===== config.mk =====
export PLATFORM = sky130hd
export DESIGN_NAME = cprs_slot_mem
export DESIGN_NICKNAME = d
export VERILOG_FILES = /design/src/rtl/core/cprs_pkg.sv /design/src/rtl/core/cprs_slot_mem.sv
export SDC_FILE = /design/constraint.sdc
export NUM_CORES = 1
export LEC_CHECK = 0
export ABC_AREA = 0
export BUFFER_PORTS_ARGS = -buffer_cell sky130_fd_sc_hd__buf_2
export CAP_MARGIN = 10
export CORE_MARGIN = 2
export CORE_UTILIZATION = 50
export CTS_CLUSTER_DIAMETER = 100
export CTS_CLUSTER_SIZE = 28
export DETAILED_ROUTE_END_ITERATION = 10
export GPL_ROUTABILITY_DRIVEN = 0
export GPL_TIMING_DRIVEN = 0
export PLACE_DENSITY = 0.7
export SKIP_LAST_GASP = 1
export SYNTH_ARGS = -nofsm -noshare
export SYNTH_HDL_FRONTEND = slang
export SYNTH_SLANG_ARGS = --single-unit

===== constraint.sdc =====
create_clock -name clk_i -period 12.25 [get_ports clk_i]
set_input_delay 0.6125 -clock clk_i [delete_from_list [all_inputs] [get_ports clk_i]]
set_output_delay 0.6125 -clock clk_i [all_outputs]
set_load 0.05 [all_outputs]

===== src/rtl/core/cprs_pkg.sv =====
`timescale 1ns / 1ps
// ----------------------------------------------------------------------------
// cprs_pkg: shared types and constants
// frame and slot sizes, function codes, status codes, sequencer states
// ----------------------------------------------------------------------------
package cprs_pkg;

  localparam int NumFrames = 256;
  localparam int NumSlots  = 1024;
  localparam int FrameW    = 8;
  localparam int SlotW     = 10;
  localparam int CountW    = 9;
  localparam int WordW     = 32;
  localparam int NumWords  = NumSlots / WordW;
  localparam int WordIdxW  = $clog2(NumWords);
  localparam int BitIdxW   = $clog2(WordW);

  typedef enum logic [2:0] {
    FUNC_ADD   = 3'd0,
    FUNC_REM   = 3'd1,
    FUNC_TOUCH = 3'd2,
    FUNC_EVICT = 3'd3,
    FUNC_FREE  = 3'd4
  } func_e;

  typedef enum logic [1:0] {
    ST_OK       = 2'd0,
    ST_EMPTY    = 2'd1,
    ST_NO_SLOT  = 2'd2,
    ST_BAD_SLOT = 2'd3
  } status_e;

  typedef enum logic [4:0] {
    S_IDLE,
    S_CLEAR,
    S_DECODE,
    S_UL_RD,
    S_UL_WAIT,
    S_UL_WR,
    S_LT_RD,
    S_LT_WAIT,
    S_LT_WR,
    S_LT_OWN,
    S_EV_CHK,
    S_EV_RD,
    S_EV_WAIT,
    S_SL_RD,
    S_SL_WAIT,
    S_SL_CHK,
    S_SL_WR,
    S_FR_RD,
    S_FR_WAIT,
    S_FR_WR,
    S_OUT
  } state_e;

  typedef struct packed {
    logic [2:0]        func;
    logic [FrameW-1:0] frame;
    logic [SlotW-1:0]  slot;
  } req_t;

  typedef struct packed {
    logic [1:0]        status;
    logic [FrameW-1:0] victim_frame;
    logic [SlotW-1:0]  swap_slot;
    logic [CountW-1:0] list_count;
  } rsp_t;

  // slot bitmap access from the sequencer
  typedef struct packed {
    logic                wr;
    logic [WordIdxW-1:0] addr;
    logic [WordW-1:0]    wdata;
  } slot_cmd_t;

endpackage


===== src/rtl/core/cprs_slot_mem.sv =====
`timescale 1ns / 1ps
// ----------------------------------------------------------------------------
// cprs_slot_mem: swap slot bitmap
// one 32-bit word per access, registered read
// ----------------------------------------------------------------------------
module cprs_slot_mem (
  input  logic                          clk_i,
  input  cprs_pkg::slot_cmd_t           cmd_i,
  output logic [cprs_pkg::WordW-1:0]    rdata_o
);
  import cprs_pkg::*;

  logic [WordW-1:0] mem_q [NumWords];

  always_ff @(posedge clk_i) begin
    if (cmd_i.wr) begin
      mem_q[cmd_i.addr] <= cmd_i.wdata;
    end
    rdata_o <= mem_q[cmd_i.addr];
  end

endmodule


---- Word level (Yosys, flattened, before mapping) ----
Memories as Yosys holds them, arrays and structs flattened. A register that Yosys moved wholly into a read port is not among the register bits.
Index checks and enable logic that the tools add are counted.
word-level totals
  register bits ........................... 0
  bits in latches ......................... 0
  RAM bits ................................ 1024
  bits in read-only memories .............. 0
  bits of input ports ..................... 39
  word-level logic and storage cells ...... 3
  memories kept ........................... 1
memory list
  name   depth  bits a word  rd ports  clocked after Yosys merged registers in  wr ports  line                 source
  mem_q  32     32           1         1                                        1         cprs_slot_mem.sv:13  logic [WordW-1:0] mem_q [NumWords];
operators by class
  add/subtract/negate cells ............... 0
  multiply operators ...................... 0
  divide/modulo/power cells ............... 0
  $lt $le $gt $ge ......................... 0
  equality and inequality tests ........... 0
  shift operators ......................... 0
  mux-type cells .......................... 2
  bitwise logic cells ..................... 0
  reductions and logical operators ........ 0
operators with widths
  kind               number
  1-bit two-way mux  2

---- Longest topological paths before layout ----
  depth after elaboration ................. 2
  mapped depth ............................ 8
  gate-level depth less buffers ........... 4

---- Worst setup path after synthesis ----
No wires, ideal clock.
  kind .................................... input to register
  from .................................... input cmd_i[33] (netlist name)
  to ...................................... memory mem_q[27][0], enable pin
  data arrival time ....................... 3.820 ns
  required time ........................... 11.789 ns
  path slack .............................. 7.969 ns
  cell stages on the path ................. 6
  buffers on the path ..................... 4
  cell sequence ........................... clkbuf_1 buf_4 buf_2 buf_2 nand3_1 nor3_1
RTL lines
  element      line                 source
  from (decl)  cprs_slot_mem.sv:8   input cprs_pkg::slot_cmd_t cmd_i,
  to (decl)    cprs_slot_mem.sv:13
Straight into the memory's write port.

---- Worst setup path in the final report ----
  from .................................... input cmd_i[33] (netlist name)
  to ...................................... memory mem_q[27][24], enable pin
Straight into the memory's write port.

==> flow_summary_export.csv <==
group,metric,value,unit
drt,drt-initial-drc-count,2724,
sta,fin_tns_setup,0,ns
layout,final_util,0.555,
critical_path,worst_ep_required_time,12.59,ns
die,rows,103,
drt,vias,21000,
critical_path,crit_slowest_cell,"nor3_2",
clocking,post_cts_buffers,0,
run,cap_violations,0,
power_and_ir_drop,p_per_area,142,nW/um^2
drt,viasPerCell,6.26,
hold_path,hold_depth,1,
sta,fin_hold_ws,0.453,ns
critical_path,path_max_fanout,10,
die,die_w,286,um
global_route,grt_pass1_vias,20393,
critical_path,critPathKind,"in2reg",
power_and_ir_drop,power_leakage,14.9,nW
global_route,grt_overflow,0,
outcome,run_status,"finished, final reports clean",
layout,drive_gt1_frac,0.132,
critical_path,arrival,3.99,ns
drt,ant_nets,0,
drt,remaining_drc_errors,0,
clocking,worstSkewPairLatency,0.64,ns
global_route,track_usage,0.245,
clocking,cts_resized,0,
power_and_ir_drop,comb_power_share,0.064,
sta,setup_viol,0,
critical_path,crit_path_cell_trace,"clkbuf_1 > buf_4 > buf_2 > buf_2 > nand3_1 > nor3_2 > buf_8 > buf_6",
synth,ys_types,23,
clocking,cts_buffers,44,
sta,fin_ws,8.60,ns
placed_design,dp_hpwl,65300,um
power_and_ir_drop,p_seq_frac,0.649,
sta,fmax,274,MHz
layout,post-route-cell-area,43800,sq um
synth,syn_inst,2107,
power_and_ir_drop,sw_frac_of_total,0.218,
clocking,clk_pin_slew,0.11,ns
hold_path,worstHoldPathType,"in2reg",
critical_path,worst_setup_path_end_kind,"register",
die,pin_count,71,
global_route,grt_start_max_net_pins,33,
die,die_y,286,um
global_route,grt_pass1_wl,142000,um
power_and_ir_drop,p_int,4.86,mW
synth,avgSynthCellArea,18.9,sq um
sta,relSlewSlack,0.307,
power_and_ir_drop,power_switching,1.35,mW
die,coreArea,78900,sq um
sta,slew_viol_final,0,
sta,rsz0062_at_grt,"false",
drt,dr_wl_met2,48600,um
global_route,antenna_found_initial,6,
layout,fin_nets,2306,
synth,synth_area,39700,sq um
critical_path,startpoint_type,"input pin",
die,die_area,81800,sq um
drt,route.detailed.wl_per_inst,30.4,um
critical_path,crit_path_max_incr_delay,0.97,ns
sta,worst_clock_skew,0.0243,ns
clocking,postCtsHoldBufs,0,
sta,hold_viol,0,
drt,detail_route.first_pass.iterations,6,
clocking,htreeDepth,2,
synth,synth_fp_nets,2146,
synth,ys_ff_latch,1056,
sta,finalCritPeriodShare,0.298,
clocking,cts_buffer_depth,3,
sta,period_needed,3.65,ns
drt,top_layer,"met5",
clocking,root_buffer,"clkbuf_16",
synth,yosysSeqAreaShare,0.790,
drt,routed_wl,102000,um
critical_path,cp_common_cell,"buf_2",
die,start_util,0.504,
critical_path,rr_worst_depth,4,
clocking,cts_tree,"built",
placed_design,port_buffers,68,
power_and_ir_drop,ir_drop,0.114,mV
layout,syn_to_final_growth,10.2,%
drt,wl_met1,38700,um
power_and_ir_drop,power_frac_clock,0.287,
drt,wl_met3,10400,um
synth,ys_warn_count,0,
placed_design,placed_area,42500,sq um
sta,worst_pin_slew,1.03,ns
placed_design,place_ws,8.02,ns
clocking,clock-sinks,1056,
-- cell usage after synthesis --
master	number	area share
or4_4	1	0.00028
nand3b_1	4	0.00076
dfxtp_1	32	0.016
o22ai_1	256	0.040
or3b_2	3	0.00066
or3_1	1	0.00016
nor4_1	64	0.010
nand4bb_1	6	0.0017
buf_4	2	0.00038
mux2i_1	512	0.13
buf_2	81	0.010
edfxtp_1	1024	0.77
nand4b_1	4	0.00088
nand2_1	34	0.0032
or4b_4	3	0.0010
buf_6	19	0.0054
nor3_1	4	0.00050
nand4_1	1	0.00016
nor2_1	29	0.0027
or4b_1	1	0.00025
clkbuf_1	23	0.0022
buf_1	1	0.000094
nand3_1	2	0.00025
-- routing by layer --
layer,vias to the layer above,global-route usage
li1,8834,-
met1,10682,0.329
met2,1227,0.402
met3,253,0.0450
met4,4,0.0954
met5,-,0
-- stage by stage --
step                      instances  power [mW]
after floorplan                2107        4.33
after global placement         3225        4.48
after detailed placement       3271        4.50
after CTS                      3352        6.22
after global routing           3352        6.36
final                          3355        6.21
-- worst max-delay path: cells and delay by family --
family / cells / cell delay, ns
buf+inv: 6 / 1.73
simple gates: 2 / 1.63
-- worst paths after layout --
kind,slack [ns],end,start
max,8.60,mem_q[27][24]$_DFFE_PP_,cmd_i[33]
min,0.45,mem_q[6][17]$_DFFE_PP_,cmd_i[17]
max reg2reg,10.67,rdata_o[25]$_DFF_P_,mem_q[31][25]$_DFFE_PP_
min reg2reg,0.66,rdata_o[30]$_DFF_P_,mem_q[28][30]$_DFFE_PP_
-- placed cells by master (no fill, tap or decap), types with 2 or more instances in the layout --
| master | instances |
|---|---|
| dfxtp_1 | 32 |
| or4b_4 | 3 |
| buf_2 | 149 |
| buf_8 | 6 |
| or3b_2 | 3 |
| edfxtp_1 | 1024 |
| nor3_2 | 4 |
| nand3_1 | 2 |
| buf_16 | 6 |
| nand4b_1 | 4 |
| nand3b_1 | 4 |
| buf_4 | 2 |
| clkbuf_16 | 45 |
| clkbuf_1 | 53 |
| mux2i_1 | 512 |
| nand2_1 | 34 |
| nand4bb_1 | 6 |
| nor2_4 | 28 |
| diode_2 | 3 |
| o22ai_1 | 256 |
| nor4_1 | 64 |
| buf_12 | 24 |
| buf_6 | 29 |
| inv_6 | 2 |
-- cell families (layout without fill, tap and decap cells) --
logic type / count (synthesis) / after routing / share of synthesized area
other: 0 / 3 / 0
and+or+nand+nor: 157 / 157 / 0.0227
buffers and inverters: 126 / 321 / 0.0182
AOI/OAI and AO/OA: 256 / 256 / 0.0403
muxes: 512 / 512 / 0.129
DFF: 1056 / 1056 / 0.790
-- registers in the layout, indices dropped and copies added, names as in the netlist --
| name | cells |
|---|---|
| rdata_o | 32 |
| mem_q | 1024 |
-- area by class of cell --
class | instances | area (sq um)
antenna | 3 | 7.51
buffer | 126 | 724
clock buffer | 75 | 1240
clock inverter | 6 | 87.6
fill | 6000 | 35100
multi-input combinational | 925 | 7860
sequential | 1056 | 31400
tap | 1050 | 1310
timing repair buffer | 114 | 1190
-- power groups by stage --
stage / clock network, mW / logic, mW / registers [mW]
6_report: 1.78 / 0.397 / 4.03
5_1_grt: 1.91 / 0.416 / 4.03
4_1_cts: 1.80 / 0.395 / 4.03
3_5_place_dp: 0 / 0.394 / 4.11
3_3_place_gp: 0 / 0.371 / 4.11
2_1_floorplan: 0 / 0.169 / 4.17
Power figures use the tool's default switching activity.
